===== src/hw/rtl/dcr_pkg.sv =====
// Shared types, codes and constants for the DMA channel register block.
package dcr_pkg;

    localparam int DEF_NUM_CHANNELS = 4;
    localparam int QUEUE_DEPTH      = 2;

    localparam int S_TDATA_W = 24;
    localparam int S_TUSER_W = 2;
    localparam int M_TDATA_W = 32;
    localparam int M_TUSER_W = 1;

    localparam int CHAN_W  = 2;
    localparam int COUNT_W = 17;

    localparam logic [7:0] PORT_ADDR1   = 8'h02;
    localparam logic [7:0] PORT_COUNT1  = 8'h03;
    localparam logic [7:0] PORT_MASK    = 8'h0A;
    localparam logic [7:0] PORT_MODE    = 8'h0B;
    localparam logic [7:0] PORT_CLR_FF  = 8'h0C;
    localparam logic [7:0] PORT_PAGE1   = 8'h83;

    localparam logic [COUNT_W-1:0] COUNT_FULL = 17'h10000;

    typedef enum logic [1:0] {
        FUNC_WRITE = 2'd0,
        FUNC_READ  = 2'd1,
        FUNC_FETCH = 2'd2,
        FUNC_NONE  = 2'd3
    } func_t;

    typedef enum logic [3:0] {
        OP_NOP,
        OP_WR_ADDR,
        OP_WR_COUNT,
        OP_WR_MASK,
        OP_WR_MODE,
        OP_CLR_FF,
        OP_WR_PAGE,
        OP_RD_COUNT,
        OP_FETCH
    } op_t;

    typedef struct packed {
        op_t               op;
        logic [7:0]        data;
        logic [CHAN_W-1:0] chan;
    } qentry_t;

endpackage


===== src/hw/rtl/dcr_front.sv =====
// Front end: accept transactions and decode them into queue entries.
module dcr_front #(
    parameter int NUM_CHANNELS = dcr_pkg::DEF_NUM_CHANNELS
) (
    input  logic                          s_tvalid,
    output logic                          s_tready,
    input  logic [dcr_pkg::S_TDATA_W-1:0] s_tdata,  // port[7:0], write_data[15:8], dma_channel[17:16]
    input  logic [dcr_pkg::S_TUSER_W-1:0] s_tuser,  // func[1:0]
    input  logic                          q_full,
    output logic                          q_push,
    output dcr_pkg::qentry_t              q_entry
);
    import dcr_pkg::*;

    func_t             fn;
    logic [7:0]        port;
    logic [7:0]        data;
    logic [CHAN_W-1:0] dch;
    logic [CHAN_W-1:0] mch;
    logic              dch_ok;
    logic              mch_ok;

    assign fn     = func_t'(s_tuser);
    assign port   = s_tdata[7:0];
    assign data   = s_tdata[15:8];
    assign dch    = s_tdata[17:16];
    assign mch    = data[CHAN_W-1:0];
    assign dch_ok = 32'(dch) < NUM_CHANNELS;
    assign mch_ok = 32'(mch) < NUM_CHANNELS;

    assign s_tready = !q_full;
    assign q_push   = s_tvalid && !q_full;

    always_comb
    begin
        q_entry.op   = OP_NOP;
        q_entry.data = data;
        q_entry.chan = mch;
        unique case (fn)
            FUNC_WRITE:
            begin
                unique case (port)
                    PORT_ADDR1:  q_entry.op = OP_WR_ADDR;
                    PORT_COUNT1: q_entry.op = OP_WR_COUNT;
                    PORT_MASK:   q_entry.op = mch_ok ? OP_WR_MASK : OP_NOP;
                    PORT_MODE:   q_entry.op = mch_ok ? OP_WR_MODE : OP_NOP;
                    PORT_CLR_FF: q_entry.op = OP_CLR_FF;
                    PORT_PAGE1:  q_entry.op = OP_WR_PAGE;
                    default:     q_entry.op = OP_NOP;
                endcase
            end
            FUNC_READ:
            begin
                q_entry.op = (port == PORT_COUNT1) ? OP_RD_COUNT : OP_NOP;
            end
            FUNC_FETCH:
            begin
                q_entry.op   = dch_ok ? OP_FETCH : OP_NOP;
                q_entry.chan = dch;
            end
            FUNC_NONE:
            begin
                q_entry.op = OP_NOP;
            end
            default:
            begin
                q_entry.op = OP_NOP;
            end
        endcase
    end

endmodule


===== src/hw/rtl/dcr_queue.sv =====
// Short FIFO between the decode front end and the execute back end.
module dcr_queue (
    input  logic             clk,
    input  logic             rst_n,
    input  logic             push,
    input  dcr_pkg::qentry_t push_entry,
    output logic             full,
    input  logic             pop,
    output logic             valid,
    output dcr_pkg::qentry_t pop_entry
);
    import dcr_pkg::*;

    localparam int PTR_W = (QUEUE_DEPTH > 1) ? $clog2(QUEUE_DEPTH) : 1;
    localparam int CNT_W = $clog2(QUEUE_DEPTH + 1);
    localparam logic [PTR_W-1:0] PTR_LAST = PTR_W'(QUEUE_DEPTH - 1);
    localparam logic [CNT_W-1:0] CNT_FULL = CNT_W'(QUEUE_DEPTH);

    qentry_t          mem_reg [QUEUE_DEPTH];
    logic [PTR_W-1:0] wr_ptr_reg;
    logic [PTR_W-1:0] wr_ptr_next;
    logic [PTR_W-1:0] rd_ptr_reg;
    logic [PTR_W-1:0] rd_ptr_next;
    logic [CNT_W-1:0] count_reg;
    logic [CNT_W-1:0] count_next;
    logic             do_push;
    logic             do_pop;

    assign full      = (count_reg == CNT_FULL);
    assign valid     = (count_reg != '0);
    assign pop_entry = mem_reg[rd_ptr_reg];
    assign do_push   = push && !full;
    assign do_pop    = pop && valid;

    always_comb
    begin
        wr_ptr_next = wr_ptr_reg;
        rd_ptr_next = rd_ptr_reg;
        count_next  = count_reg;
        if (do_push)
        begin
            wr_ptr_next = (wr_ptr_reg == PTR_LAST) ? '0 : wr_ptr_reg + 1'b1;
        end
        if (do_pop)
        begin
            rd_ptr_next = (rd_ptr_reg == PTR_LAST) ? '0 : rd_ptr_reg + 1'b1;
        end
        if (do_push && !do_pop)
        begin
            count_next = count_reg + 1'b1;
        end
        else if (do_pop && !do_push)
        begin
            count_next = count_reg - 1'b1;
        end
    end

    always_ff @(posedge clk)
    begin
        if (do_push)
        begin
            mem_reg[wr_ptr_reg] <= push_entry;
        end
    end

    always_ff @(posedge clk or negedge rst_n)
    begin
        if (!rst_n)
        begin
            wr_ptr_reg <= '0;
            rd_ptr_reg <= '0;
            count_reg  <= '0;
        end
        else
        begin
            wr_ptr_reg <= wr_ptr_next;
            rd_ptr_reg <= rd_ptr_next;
            count_reg  <= count_next;
        end
    end

endmodule


===== src/hw/rtl/dcr_back.sv =====
// Back end: channel registers, command execution and the output register.
module dcr_back #(
    parameter int NUM_CHANNELS = dcr_pkg::DEF_NUM_CHANNELS
) (
    input  logic                          clk,
    input  logic                          rst_n,
    input  logic                          q_valid,
    input  dcr_pkg::qentry_t              q_entry,
    output logic                          q_pop,
    output logic                          m_tvalid,
    input  logic                          m_tready,
    output logic [dcr_pkg::M_TDATA_W-1:0] m_tdata,  // read_data[7:0], mem_addr[31:8]
    output logic [dcr_pkg::M_TUSER_W-1:0] m_tuser   // fetch_valid[0]
);
    import dcr_pkg::*;

    localparam int CH_W = (NUM_CHANNELS > 1) ? $clog2(NUM_CHANNELS) : 1;
    localparam logic [CH_W-1:0] CH_ONE = CH_W'(1);

    logic [15:0]        base_reg      [NUM_CHANNELS];
    logic [15:0]        base_next     [NUM_CHANNELS];
    logic [COUNT_W-1:0] reload_reg    [NUM_CHANNELS];
    logic [COUNT_W-1:0] reload_next   [NUM_CHANNELS];
    logic [COUNT_W-1:0] xfer_reg      [NUM_CHANNELS];
    logic [COUNT_W-1:0] xfer_next     [NUM_CHANNELS];
    logic [7:0]         page_reg      [NUM_CHANNELS];
    logic [7:0]         page_next     [NUM_CHANNELS];
    logic               mask_reg      [NUM_CHANNELS];
    logic               mask_next     [NUM_CHANNELS];
    logic               dir_reg       [NUM_CHANNELS];
    logic               dir_next      [NUM_CHANNELS];
    logic               auto_reg      [NUM_CHANNELS];
    logic               auto_next     [NUM_CHANNELS];
    logic               ff_reg;
    logic               ff_next;

    logic               out_valid_reg;
    logic               out_valid_next;
    logic [7:0]         rd_data_reg;
    logic [7:0]         rd_data_next;
    logic [23:0]        addr_reg;
    logic [23:0]        addr_next;
    logic               fetch_reg;
    logic               fetch_next;

    logic [CH_W-1:0]    ch;
    logic [COUNT_W-1:0] tc;
    logic [COUNT_W-1:0] rl;
    logic [COUNT_W-1:0] cnt_val;
    logic [23:0]        base24;
    logic [23:0]        tc24;

    assign q_pop    = q_valid && (!out_valid_reg || m_tready);
    assign m_tvalid = out_valid_reg;
    assign m_tdata  = {addr_reg, rd_data_reg};
    assign m_tuser  = fetch_reg;

    assign ch     = CH_W'(q_entry.chan);
    assign rl     = reload_reg[ch];
    assign tc     = (auto_reg[ch] && (xfer_reg[ch] > rl)) ? '0 : xfer_reg[ch];
    assign base24 = {page_reg[ch], base_reg[ch]};
    assign tc24   = 24'(tc);

    always_comb
    begin
        base_next      = base_reg;
        reload_next    = reload_reg;
        xfer_next      = xfer_reg;
        page_next      = page_reg;
        mask_next      = mask_reg;
        dir_next       = dir_reg;
        auto_next      = auto_reg;
        ff_next        = ff_reg;
        out_valid_next = out_valid_reg;
        rd_data_next   = rd_data_reg;
        addr_next      = addr_reg;
        fetch_next     = fetch_reg;
        cnt_val        = reload_reg[CH_ONE];

        if (out_valid_reg && m_tready)
        begin
            out_valid_next = 1'b0;
        end

        if (q_pop)
        begin
            out_valid_next = 1'b1;
            rd_data_next   = '0;
            addr_next      = '0;
            fetch_next     = 1'b0;
            unique case (q_entry.op)
                OP_WR_ADDR:
                begin
                    if (ff_reg)
                    begin
                        base_next[CH_ONE][15:8] = q_entry.data;
                    end
                    else
                    begin
                        base_next[CH_ONE][7:0] = q_entry.data;
                    end
                    ff_next = !ff_reg;
                end
                OP_WR_COUNT:
                begin
                    if (ff_reg)
                    begin
                        cnt_val = {1'b0, q_entry.data, reload_reg[CH_ONE][7:0]};
                        if (cnt_val == '0)
                        begin
                            cnt_val = COUNT_FULL;
                        end
                        xfer_next[CH_ONE] = '0;
                    end
                    else
                    begin
                        cnt_val = {1'b0, reload_reg[CH_ONE][15:8], q_entry.data};
                    end
                    reload_next[CH_ONE] = cnt_val;
                    ff_next = !ff_reg;
                end
                OP_WR_MASK:
                begin
                    mask_next[ch] = q_entry.data[2];
                end
                OP_WR_MODE:
                begin
                    dir_next[ch]  = q_entry.data[5];
                    auto_next[ch] = q_entry.data[4];
                end
                OP_CLR_FF:
                begin
                    ff_next = 1'b0;
                end
                OP_WR_PAGE:
                begin
                    page_next[CH_ONE] = q_entry.data;
                end
                OP_RD_COUNT:
                begin
                    rd_data_next = ff_reg ? reload_reg[CH_ONE][15:8]
                                          : reload_reg[CH_ONE][7:0];
                    ff_next = !ff_reg;
                end
                OP_FETCH:
                begin
                    if (!mask_reg[ch] && !(tc > rl))
                    begin
                        fetch_next    = 1'b1;
                        addr_next     = dir_reg[ch] ? (base24 - tc24) : (base24 + tc24);
                        xfer_next[ch] = tc + 1'b1;
                    end
                end
                OP_NOP:
                begin
                    ff_next = ff_reg;
                end
                default:
                begin
                    ff_next = ff_reg;
                end
            endcase
        end
    end

    always_ff @(posedge clk or negedge rst_n)
    begin
        if (!rst_n)
        begin
            for (int i = 0; i < NUM_CHANNELS; i++)
            begin
                base_reg[i]   <= '0;
                reload_reg[i] <= '0;
                xfer_reg[i]   <= '0;
                page_reg[i]   <= '0;
                mask_reg[i]   <= 1'b0;
                dir_reg[i]    <= 1'b0;
                auto_reg[i]   <= 1'b0;
            end
            ff_reg        <= 1'b0;
            out_valid_reg <= 1'b0;
        end
        else
        begin
            base_reg      <= base_next;
            reload_reg    <= reload_next;
            xfer_reg      <= xfer_next;
            page_reg      <= page_next;
            mask_reg      <= mask_next;
            dir_reg       <= dir_next;
            auto_reg      <= auto_next;
            ff_reg        <= ff_next;
            out_valid_reg <= out_valid_next;
        end
    end

    always_ff @(posedge clk)
    begin
        rd_data_reg <= rd_data_next;
        addr_reg    <= addr_next;
        fetch_reg   <= fetch_next;
    end

endmodule


===== src/hw/rtl/dma_controller_channel_regs.sv =====
// Top level of the DMA channel register block: front end, queue and back end.
//
// Usage: each slave-side transaction carries one bus operation (port write,
// port read or DMA byte fetch request, selected by s_tuser). Every accepted
// transaction yields exactly one master-side transaction with the read byte,
// the 24-bit fetch address and the fetch-issued flag in m_tuser.
// Flow: the transaction is written into the decode queue at the accepting
// edge and executed when the back end pops it from the queue, which loads
// the output register that drives m_tvalid.
// Throughput: one transaction per cycle unless m_tready stalls the output,
// set by the execute stage that reads and updates the channel registers.
// Reset: all channel registers, the byte flip-flop, the queue and the output
// valid flag are cleared at once (the output data is not reset); the block
// accepts input as soon as reset is released.
// Stall: while m_tready is low the output register holds its result, the
// two-entry queue fills, and s_tready drops once the queue is full.
module dma_controller_channel_regs #(
    parameter int NUM_CHANNELS = dcr_pkg::DEF_NUM_CHANNELS
) (
    input  logic                          clk,
    input  logic                          rst_n,
    input  logic                          s_tvalid,
    output logic                          s_tready,
    input  logic [dcr_pkg::S_TDATA_W-1:0] s_tdata,  // port[7:0], write_data[15:8], dma_channel[17:16]
    input  logic [dcr_pkg::S_TUSER_W-1:0] s_tuser,  // func[1:0]
    output logic                          m_tvalid,
    input  logic                          m_tready,
    output logic [dcr_pkg::M_TDATA_W-1:0] m_tdata,  // read_data[7:0], mem_addr[31:8]
    output logic [dcr_pkg::M_TUSER_W-1:0] m_tuser   // fetch_valid[0]
);
    import dcr_pkg::*;

    logic    q_full;
    logic    q_push;
    logic    q_pop;
    logic    q_valid;
    qentry_t q_in;
    qentry_t q_out;

    dcr_front #(
        .NUM_CHANNELS(NUM_CHANNELS)
    ) u_front (
        .s_tvalid (s_tvalid),
        .s_tready (s_tready),
        .s_tdata  (s_tdata),
        .s_tuser  (s_tuser),
        .q_full   (q_full),
        .q_push   (q_push),
        .q_entry  (q_in)
    );

    dcr_queue u_queue (
        .clk        (clk),
        .rst_n      (rst_n),
        .push       (q_push),
        .push_entry (q_in),
        .full       (q_full),
        .pop        (q_pop),
        .valid      (q_valid),
        .pop_entry  (q_out)
    );

    dcr_back #(
        .NUM_CHANNELS(NUM_CHANNELS)
    ) u_back (
        .clk      (clk),
        .rst_n    (rst_n),
        .q_valid  (q_valid),
        .q_entry  (q_out),
        .q_pop    (q_pop),
        .m_tvalid (m_tvalid),
        .m_tready (m_tready),
        .m_tdata  (m_tdata),
        .m_tuser  (m_tuser)
    );

`ifndef SYNTHESIS
    a_fetch_no_read_data: assert property (@(posedge clk) disable iff (!rst_n)
        (m_tvalid && m_tuser[0]) |-> (m_tdata[7:0] == 8'h00))
        else $error("fetch result carries read data");

    a_no_fetch_no_addr: assert property (@(posedge clk) disable iff (!rst_n)
        (m_tvalid && !m_tuser[0]) |-> (m_tdata[31:8] == 24'h000000))
        else $error("non-fetch result carries an address");

    a_pop_fills_output: assert property (@(posedge clk) disable iff (!rst_n)
        (q_valid && (!m_tvalid || m_tready)) |=> m_tvalid)
        else $error("queued transaction did not reach the output register");
`endif

endmodule

===== config.mk =====
export PLATFORM = sky130hd
export DESIGN_NAME = dma_controller_channel_regs
export DESIGN_NICKNAME = d
export VERILOG_FILES = /design/src/hw/rtl/dcr_pkg.sv /design/src/hw/rtl/dcr_front.sv /design/src/hw/rtl/dcr_queue.sv /design/src/hw/rtl/dcr_back.sv /design/src/hw/rtl/dma_controller_channel_regs.sv
export SDC_FILE = /design/constraint.sdc
export NUM_CORES = 1
export LEC_CHECK = 0
export BUFFER_PORTS_ARGS = -buffer_cell sky130_fd_sc_hd__buf_2
export CAP_MARGIN = 20
export CORE_MARGIN = 5
export CORE_UTILIZATION = 50
export CTS_BUF_LIST = sky130_fd_sc_hd__clkbuf_2
export DETAILED_ROUTE_END_ITERATION = 10
export HOLD_SLACK_MARGIN = 0.15
export PLACE_DENSITY_LB_ADDON = 0.15
export SLEW_MARGIN = 5
export SYNTH_ARGS = -nofsm -noshare
export SYNTH_HDL_FRONTEND = slang
export SYNTH_SLANG_ARGS = --single-unit

===== constraint.sdc =====
create_clock -name clk -period 9.1 [get_ports clk]
set_input_delay 0.91 -clock clk [delete_from_list [all_inputs] [get_ports clk]]
set_output_delay 0.91 -clock clk [all_outputs]
set_load 0.02 [all_outputs]

; After elaboration in Yosys (flattened, before gate mapping)
; Memory sizes are Yosys's and may differ from the RTL's.
; Cells that the tools add are included.
[totals]
reg_bits = 160
latchBits = 0
ramBits = 28
mem_bits_ro = 0
inputBits = 30
out_inout_bits = 35
memories = 1
[op_classes]
addsub = 7
multipliers = 0
div = 0
magnitude_cmp = 4
n_eq_ne = 21
shift = 0
n_mux = 51
n_bitwise = 2
n_reduce_logical = 38
[memory_table]
columns = memory, words, word_bits, rd, rd_ports_with_merged_regs, write_ports, line_no
row1 = u_queue.mem_reg, 2, 14, 1, 0, 1, dcr_queue.sv:19  ; qentry_t mem_reg [QUEUE_DEPTH];
[op_table]
columns = operator, count
row1 = $mux W17, 9
row2 = $bmux W17 S2, 2
row3 = $bwmux W68, 1
row4 = $mux W51, 1
row5 = $demux W17 S2, 1
row6 = $gt A17 B17 Y1, 2
row7 = $pmux W17 S2, 1
row8 = $bmux W16 S2, 1
row9 = $mux W16, 2
row10 = $add A24 B17 Y24, 1
row11 = $eq A8 B4 Y1 const B, 3
row12 = $mux W24, 1
row13 = $mux W8, 3
row14 = $sub A24 B17 Y24, 1
row15 = $pmux W3 S6, 1
row16 = $add A17 B1 Y17 const B, 1
row17 = $bmux W8 S2, 1
row18 = $eq A4 B3 Y1 const B, 4
row19 = $eq A8 B2 Y1 const B, 2
row20 = $logic_not A16 Y1, 1
row21 = $pmux W4 S4, 1
row22 = $reduce_and A3 Y1, 5
row23 = $mux W1, 14
row24 = $bwmux W4, 3
row25 = 28 further kinds, 61

; Depth between registers and ports, before layout
; Gate-level depths: netlist of the first run.
; An unclocked memory read counts as a cell.
[depth]
ltp_word = 13
ltp_mapped = 31
depth_no_buf = 27

; Hierarchy
; Synthesis of the first run repeated with hierarchy kept, for this count alone.
[hier_totals]
hier_cells = 993
area_unflattened_um2 = 11502.3
[by_module_without_submodules]
columns = mod, n_inst, cells_each, area_per_inst_um2
row1 = dcr_back, 1, 896, 10019.6
row2 = dcr_queue, 1, 63, 1263.7
row3 = dcr_front, 1, 34, 219.0

; Worst setup path before layout of the first run
; No wires, ideal clock.
[synth_timing]
path_type = register -> register
start = register u_queue.rd_ptr_reg
end = register u_back.addr_reg[22] (data pin)
setup_ps = 266
t_arrival_ps = 7387
slack_ps = 1447
path_stages_with_launch = 30
path_buffers = 6
cell_sequence = dfrtp_1 > buf_6 > mux2i_4 > buf_1 > clkbuf_1 > mux4_2 > ha_1 > a21oi_1 > o21ai_0 > a221oi_1 > nor3b_1 > or2_1 > clkbuf_1 > clkbuf_1 > buf_1 > nand2_1 > ha_1 > nor2_1 > xor2_1 > ha_1 > nor2b_1 > o21a_1 > o21ai_0 > a211oi_1 > o41ai_1 > o21ai_0 > a21oi_1 > a21oi_1 > xnor2_1 > nor2_1
[synth_via]
elab_chain_len = 12
word_cells_on_any_way = 35
cone_classes = add/sub: 2 / order compare: 2 / eq/ne: 1 / mux: 23 / bitwise: 1 / reduce/logical: 5 / memory: 1
[synth_rtl]
columns = item, line_no
row1 = from (decl), dcr_queue.sv:22  ; logic [PTR_W-1:0] rd_ptr_reg;
row2 = from (signal assigned), dcr_queue.sv:77  ; rd_ptr_reg <= rd_ptr_next;
row3 = $mem_v2 Z2 W14 (*), --
row4 = $not A2 Y3 (not written as such), --
row5 = $bmux W17 S2 (on tied branches), "dcr_back.sv:60, dcr_back.sv:59"
row6 = $mux W17 (on tied branches) (2 in series), "dcr_back.sv:60, dcr_back.sv:59"
row7 = $gt A17 B17 Y1, dcr_back.sv:60  ; assign tc = (auto_reg[ch] && (xfer_reg[ch] > rl)) ? '0 : xfer_reg[ch];
row8 = $logic_and A1 B1 Y1, dcr_back.sv:60
row9 = $mux W17, dcr_back.sv:60
row10 = $gt A17 B17 Y1, dcr_back.sv:147  ; if (!mask_reg[ch] && !(tc > rl))
row11 = $logic_not A1 Y1, dcr_back.sv:147
row12 = $logic_and A1 B1 Y1, dcr_back.sv:147
row13 = $reduce_and A2 Y1 (no source line), --
row14 = to (signal assigned), dcr_back.sv:200  ; addr_reg <= addr_next;
row15 = to (decl), dcr_back.sv:41  ; logic [23:0] addr_reg;
; Every way passes the cells marked *; elsewhere a longest branch is shown, timed or not. The select of a mux whose other input is x is not followed.
; A chain may end at the register's enable or synchronous reset.

; Worst setup path in the final report of the first run
[layout_timing]
start = register u_queue.rd_ptr_reg
end = register u_back.addr_reg[23] (data pin)
; Same word-level chain as after synthesis.

==> results of run 1 <==
[cell type report]
class	count	share of cell area, %
clock inverters	13	1.13
well taps	275	2.96
diodes	2	0.0430
inverters	32	1.03
multi-input cells	746	46.8
clock buffers	19	0.817
repair buffers	84	4.21
flip-flops and latches	188	43.0
[routing by layer]
layer | vias to the layer above | share of wire [%]
li1 | 3752 | -
met1 | 3653 | 47
met2 | 161 | 47
met3 | 23 | 4.4
met4 | 0 | 1.6
met5 | - | 0
[kinds of logic (layout without fill, tap and decap cells)]
family	Yosys count	in the layout	share of synthesized area, %
compound gates	192	192	11.5
xor+xnor	53	53	4.33
fa+ha+maj	59	59	6.95
flops	188	188	46.7
other cells	0	2	0
mux	100	100	12.8
buf+inv	68	148	2.66
simple gates	342	342	15.0
[layout by cell type (no fill, tap or decap), types with 44 or more instances in the layout]
master,instances
o21ai_0,58
ha_1,58
dfrtp_1,127
nor2_1,89
nand2_1,124
edfxtp_1,61
a21oi_1,44
mux2_2,46
buf_2,57
[report_power, final]
part           total, mW  internal, mW  switching [mW]
clock network      0.423         0.110           0.313
logic               2.13         0.875            1.26
registers           1.23          1.11           0.113
total               3.78          2.10            1.68
[worst reg2reg max path, stage by stage, from the launching register on]
cell and delay, ns:
dfrtp_1 0.47, buf_4 0.32, mux2i_4 0.70, mux4_1 0.59, ha_1 0.41, a21oi_1 0.14
a21boi_0 0.10, o31a_1 0.32, nor3b_1 0.29, or2_1 0.38, and2_1 0.29, inv_1 0.07
ha_1 0.39, mux2_2 0.34, inv_1 0.07, ha_1 0.21, nor2b_1 0.14, o31ai_1 0.41
a311oi_1 0.17, a211o_1 0.31, o211ai_1 0.34, o31ai_1 0.17, a31oi_1 0.25, o21ai_0 0.15
xnor2_1 0.19, nor2_1 0.05
[how the worst min path moves through the flow]
stage | from | to | depth (start not counted)
floorplan | u_back.base_reg[40] | u_back.base_reg[40] | 2
global placement | u_back.base_reg[45] | u_back.base_reg[45] | 2
detailed placement | u_back.page_reg[22] | u_back.page_reg[22] | 2
CTS | s_tdata[12] | u_queue.mem_reg[1][6] | 1
global route | s_tdata[12] | u_queue.mem_reg[0][6] | 1
finish | s_tdata[10] | u_queue.mem_reg[0][4] | 1
[through the flow]
step | util, % | instance area [µm²] | power [mW] | hold WS, ns
final | 55.2 | 11600 | 3.78 | 0.263
after global routing | 55.2 | 11600 | 4.10 | 0.186
after CTS | 55.2 | 11600 | 3.80 | 0.214
after detailed placement | 54.1 | 11400 | 3.38 | 0.463
after global placement | 54.1 | 11400 | 3.35 | 0.454
after floorplan | - | 10700 | 2.81 | 0.442
[timing repair]
action,4_1_cts,5_1_grt
hold buffers,1,0
gates resized for setup,0,0
endpoints found under the hold margin,55,0
==> impl_results.md, run 1 <==
- WP depth: 25
- WL final: 24100 µm
- Nets: 1158
- Core box area: 21100 µm²
- Fillcell total: 1893
- First-pass GRT wire length: 38600 µm
- Vias per Instance: 5.58
- Top cell type's share of synthesized area: just under 30%
- Synth Flop Type: dfrtp_1
- Chip width: 157 µm
- # setup viols final: 0
- Max Root-Sink Buffers: 2
- Initial Utilization: about half
- Clock Sink Count: approximately 190
- I/O pin total: 65
- Post-Syn Area per Cell: about 11 µm²
- RSZ-0062 raised after global routing: false
- DIE AREA: 24500 µm²
- Area taken by flip-flops and latches: 5010 µm²
- Initial antenna violation count: 1
- Post-synth EDFFs: 61
- Iter 0 DRT Violations: ~350
- Bufs and invs on worst path: 3
- Worst slew pin tran: 0.931 ns
- Max reg flops: 68
- Number of I/O port buffers: a little under 60
- Share of post-route cells with drive strength above 1: ~18%
- Detailed Place HPWL: 17800 µm
- Cts bufs inserted: 17
- R2R Setup Slk: 1.65 ns
- Max FO, Critical Path: 18
- Max cap viols: 0
- FF-to-FF path depth: 25
- Crit path DAT: 8.06 ns
- Worst r2r src: u_queue.rd_ptr_reg
- FMAX: 134 MHz
- Worst vdd ir: 0.179 mV
- Synth top cells by count: 127 x dfrtp_1, 124 x nand2_1, 89 x nor2_1
- Finished Layout Cells: 1359
- Max_slew headroom: 36.1%
- Post CTS Setup Buffer Count: 0
- Worst-Skew Late Latency: 0.81 ns
- Final setup TNS: 0 ns
- Die H: roughly 160 µm
- GPL Wtd Cong: 0.926
- Post-synth ARST share: between 60% and 70%
- Met2 Use GR: between 30% and 40%
- Busiest grt layer: met2
- Setup WS post-layout: 1.65 ns
- Data required time of the critical path: 9.71 ns
- Leakage power: 5.42 nW
- Cell Pwr Density: 325 nW/µm²
- Placed Cells: roughly 1300
- Crit path max-delay cell type: mux2i_4
- HP Class: in -> reg
- Met1 usage: between 20% and 30%
- M3 GR Usage: about 3%
- CTS tree: done
- CP peak stage delay: about 0.70 ns
- Fin crit share: 81.9%
- Most frequent cell after synthesis: dfrtp_1
- Maximum level of the CTS H-tree: 4
- Yosys warns: 0
- Vias: 7589
- Area contributors post-synth: dfrtp_1 30%, edfxtp_1 17%, ha_1 6.8%, mux2_2 4.8%, nand2_1 4.3%
- Post-route ant nets: 0
- Maximum number of pins on one net before global-route repair: 73
- Clock Tree Root: clkbuf_2
- Worst Skew: 0.0343 ns
- Fin crit period: 7.45 ns
- Synth Register Bits: 188
- Crit end category: flop
- Pre-antenna DRT Iters: 5
- CP endpoint: u_back.addr_reg[23]
- Status: finished clean
- Startpoint types: flop
- Fin. max-slew vios: 0
- Final Hold Viols: 0
- Largest delay share family, worst path: compound AO/OA/AOI/OAI gates
- Worst Path Class, Setup: reg -> reg
- Area delta synth->final: 8.45%
- Worst Setup SP: u_queue.rd_ptr_reg
- Synthesized Nets: 1091
- Placement Setup Slack: about 1.7 ns
- Routed length per placed instance: 17.7 µm
- RR Endpoint: u_back.addr_reg[23]
- Post-Synthesis Cells: 1002
- Register area share after synthesis: 46.7%
- Vias in the first global route: 7271
- Total grt overflow: 0
- Footprint of the multi-input gates: 5440 µm²
- # rows: 53
- Most Frequent Cell on Critical Path: ha_1
- Residual DRC count: 0
- Total Routing Usage GR: 20.2%
- Synth area leader: dfrtp_1
- Mapped cell area: approximately 11000 µm²
- CTS clk-pin slew, worst paths: 0.29 ns
- Yosys cell types: 66
Note: power is estimated with default switching activity, not from simulation.
==> run 2, diff against run 1 <==
==> constraint.sdc (replaced) <==
create_clock -name clk -period 7.6 [get_ports clk]
set_input_delay 0.76 -clock clk [delete_from_list [all_inputs] [get_ports clk]]
set_output_delay 0.76 -clock clk [all_outputs]
set_load 0.02 [all_outputs]
==> impl_results.md, run 2 (synthesis gave the netlist of run 1 again) <==
- Max reg flops: 68 (unchanged)
- Bufs and invs on worst path: 3 (unchanged)
- Chip width: 157 µm (unchanged)
- Worst Skew: 0.0435 ns (+0.00919 ns)
- RR Endpoint: u_back.xfer_reg[51]
- Crit end category: flop
- Crit path max-delay cell type: or3_2
- Worst Path Class, Setup: reg -> reg
- Worst-Skew Late Latency: 0.77 ns (-0.04 ns)
- Setup WS post-layout: 0.450 ns (-1.20 ns)
- Largest delay share family, worst path: compound AO/OA/AOI/OAI gates
- Max Root-Sink Buffers: 2 (unchanged)
- Post-layout util: 55.8% (+0.58 points)
- Placement Setup Slack: 0.421 ns (-1.25 ns)
- Maximum level of the CTS H-tree: 4 (unchanged)
- I/O pin total: 65 (unchanged)
- Gate power share: 56.4% (about the same)
- Hold path start: s_tvalid
- P_int: 2.55 mW (+21%)
- Placed Cells: 1324 (unchanged)
- Startpoint types: flop
- Status: finished clean
- CP peak stage delay: 0.74 ns (+0.04 ns)
- Vias: 7720 (+1.7%)
- Nets: 1167 (+0.78%)
- Share of post-route cells with drive strength above 1: 18.2% (-0.059 points)
- DP Area: 11400 µm² (+0.11%)
- Crit path DAT: 7.81 ns (-0.25 ns)
- Fin. max-slew vios: 0 (unchanged)
- Worst r2r src: u_queue.rd_ptr_reg
- Fin crit share: 94.1% (+12 points)
- Initial Utilization: 50.9% (unchanged)
- Psw: 2.00 mW (+19%)
- Final hold slack: 0.272 ns (+0.00842 ns)
- Final setup TNS: 0 ns (unchanged)
- Maximum number of pins on one net before global-route repair: 66 (-9.6%)
- Max cap viols: 0 (unchanged)
- Post CTS Setup Buffer Count: 0 (unchanged)
- Data required time of the critical path: 8.26 ns (-1.45 ns)
- Max FO, Critical Path: 25 (+7)
- Leakage power: 5.47 nW (+0.96%)
- Final Hold Viols: 0 (unchanged)
- WL final: 24000 µm (-0.39%)
- # rows: 53 (unchanged)
- CTS clk-pin slew, worst paths: 0.26 ns (-0.03 ns)
- DIE AREA: 24500 µm² (unchanged)
- Residual DRC count: 0 (unchanged)
- Clock Sink Count: 188 (unchanged)
- Pre-antenna DRT Iters: 5 (unchanged)
- # setup viols final: 0 (unchanged)
- GPL Wtd Cong: 0.907 (-2.0%)
- HP Class: in -> reg
- Max_slew headroom: 40.9% (+4.8 points)
- Clk pwr share: 11.1% (about the same)
- Sequential power share: 32.6% (+0.2 points)
- Cell Pwr Density: 387 nW/µm² (+19%)
- R2R Setup Slk: 0.45 ns (-1.20 ns)
- Hold Path Cell Cnt: 3 (+2)
- Cts bufs inserted: 17 (unchanged)
- Pwr Total: 4.55 mW (+20%)
- Total grt overflow: 0 (unchanged)
- Metal2 WL: 11500 µm (+0.95%)
- Detailed Place HPWL: 17700 µm (-0.93%)
- Commonest non-fill, non-tap cells in the layout: 127 x dfrtp_1, 124 x nand2_1, 89 x nor2_1, 61 x edfxtp_1
- Switch share: 44.0% (-0.46 points)
- WHS Endpoint: u_queue.wr_ptr_reg
- Routed length per placed instance: 17.5 µm (-0.98%)
- Total Routing Usage GR: 20.2% (about the same)
- Die H: 157 µm (unchanged)
- Vias per Instance: 5.65 (+1.1%)
- Worst vdd ir: 0.219 mV (+22%)
- First-pass GRT wire length: 39200 µm (+1.4%)
- Top layer in use: met4
- Core box area: 21100 µm² (unchanged)
- Finished Layout Cells: 1367 (+0.59%)
- Initial antenna violation count: 1 (unchanged)
- CTS tree: done
- FMAX: 140 MHz (+4.2%)
- RSZ-0062 raised after global routing: false
- Area delta synth->final: 9.58%
- Clock Tree Root: clkbuf_2
- Fin crit period: 7.15 ns (-0.300 ns)
- WL met1: 10900 µm (-2.5%)
- Met3 wire length: 1160 µm (+9.0%)
- Worst Setup SP: u_queue.rd_ptr_reg
- Design area: 11800 µm² (+1.0%)
- Vias in the first global route: 7527 (+3.5%)
- Worst slew pin tran: 0.861 ns (-0.0702 ns)
- FF-to-FF path depth: 21 (-16%)
- Number of I/O port buffers: 58 (unchanged)
- Crit path cell chain: mux2i_4 > buf_12 > mux4_2 > ha_1 > a21oi_1 > o21ai_0 > a221oi_1 > nor3b_1 > or2_4 > buf_4 > nand2_1 > inv_1 > ha_1 > a21o_1 > a21o_1 > a2111oi_0 > o41ai_1 > a211oi_1 > o21ai_4 > or3_2 > mux2_2
- Commonest non-fill, non-tap cell in the layout: dfrtp_1
- Post-route ant nets: 0 (unchanged)
- Iter 0 DRT Violations: 525 (+49%)
## run 2: changes by cell type in the layout (fill, tap and decap cells not counted), sizes merged
cell and change:
dlygate4sd3 +9, clkinv +4, bufinv +1, diode -1, clkinvlp -1, inv -4
## run 2: routing by layer
layer | vias up | track usage, %
met5 | - | 0
met4 | 0 | 5.54
met3 | 25 | 3.68
met2 | 186 | 32.9
met1 | 3747 | 27.9
li1 | 3762 | -
## run 2: timing repair
item | 4_1_cts | 5_1_grt
endpoints found under the hold margin | 78 | 1
hold buffers | 9 | 1
setup endpoints to repair | 0 | 36
resized for setup | 0 | 3
## run 2: worst register-to-register path: cells and delay by family, from the launching register on
| family | cells | cell delay, ns |
|---|---|---|
| and+or+nand+nor | 4 | 1.43 |
| DFF | 1 | 0.58 |
| AOI/OAI and AO/OA | 9 | 2.41 |
| muxes | 3 | 1.35 |
| buffers and inverters | 3 | 0.65 |
| adders and majority gates | 2 | 0.64 |
## run 2: final cells by class
cell class	instances	area (µm²)
Clock inverter	13	141
Sequential cell	188	5010
Tap cell	275	344
Antenna cell	1	2.50
Multi-Input combinational cell	746	5460
Inverter	32	120
Clock buffer	19	95.1
Fill cell	1899	9330
Timing Repair Buffer	93	593
## run 2: power by group through the flow
stage	logic (mW)	clock network, mW	registers (mW)
floorplan	1.81	0	1.55
global placement	2.53	0	1.50
detailed placement	2.55	0	1.50
CTS	2.57	0.520	1.48
global route	2.85	0.564	1.51
finish	2.56	0.504	1.48
## run 2: worst max path at each step
stage                               end  depth (start not counted)
global route        u_back.addr_reg[23]                         25
floorplan           u_back.addr_reg[22]                         29
detailed placement  u_back.addr_reg[23]                         25
finish              u_back.xfer_reg[51]                         21
CTS                 u_back.xfer_reg[51]                         21
global placement    u_back.addr_reg[23]                         24
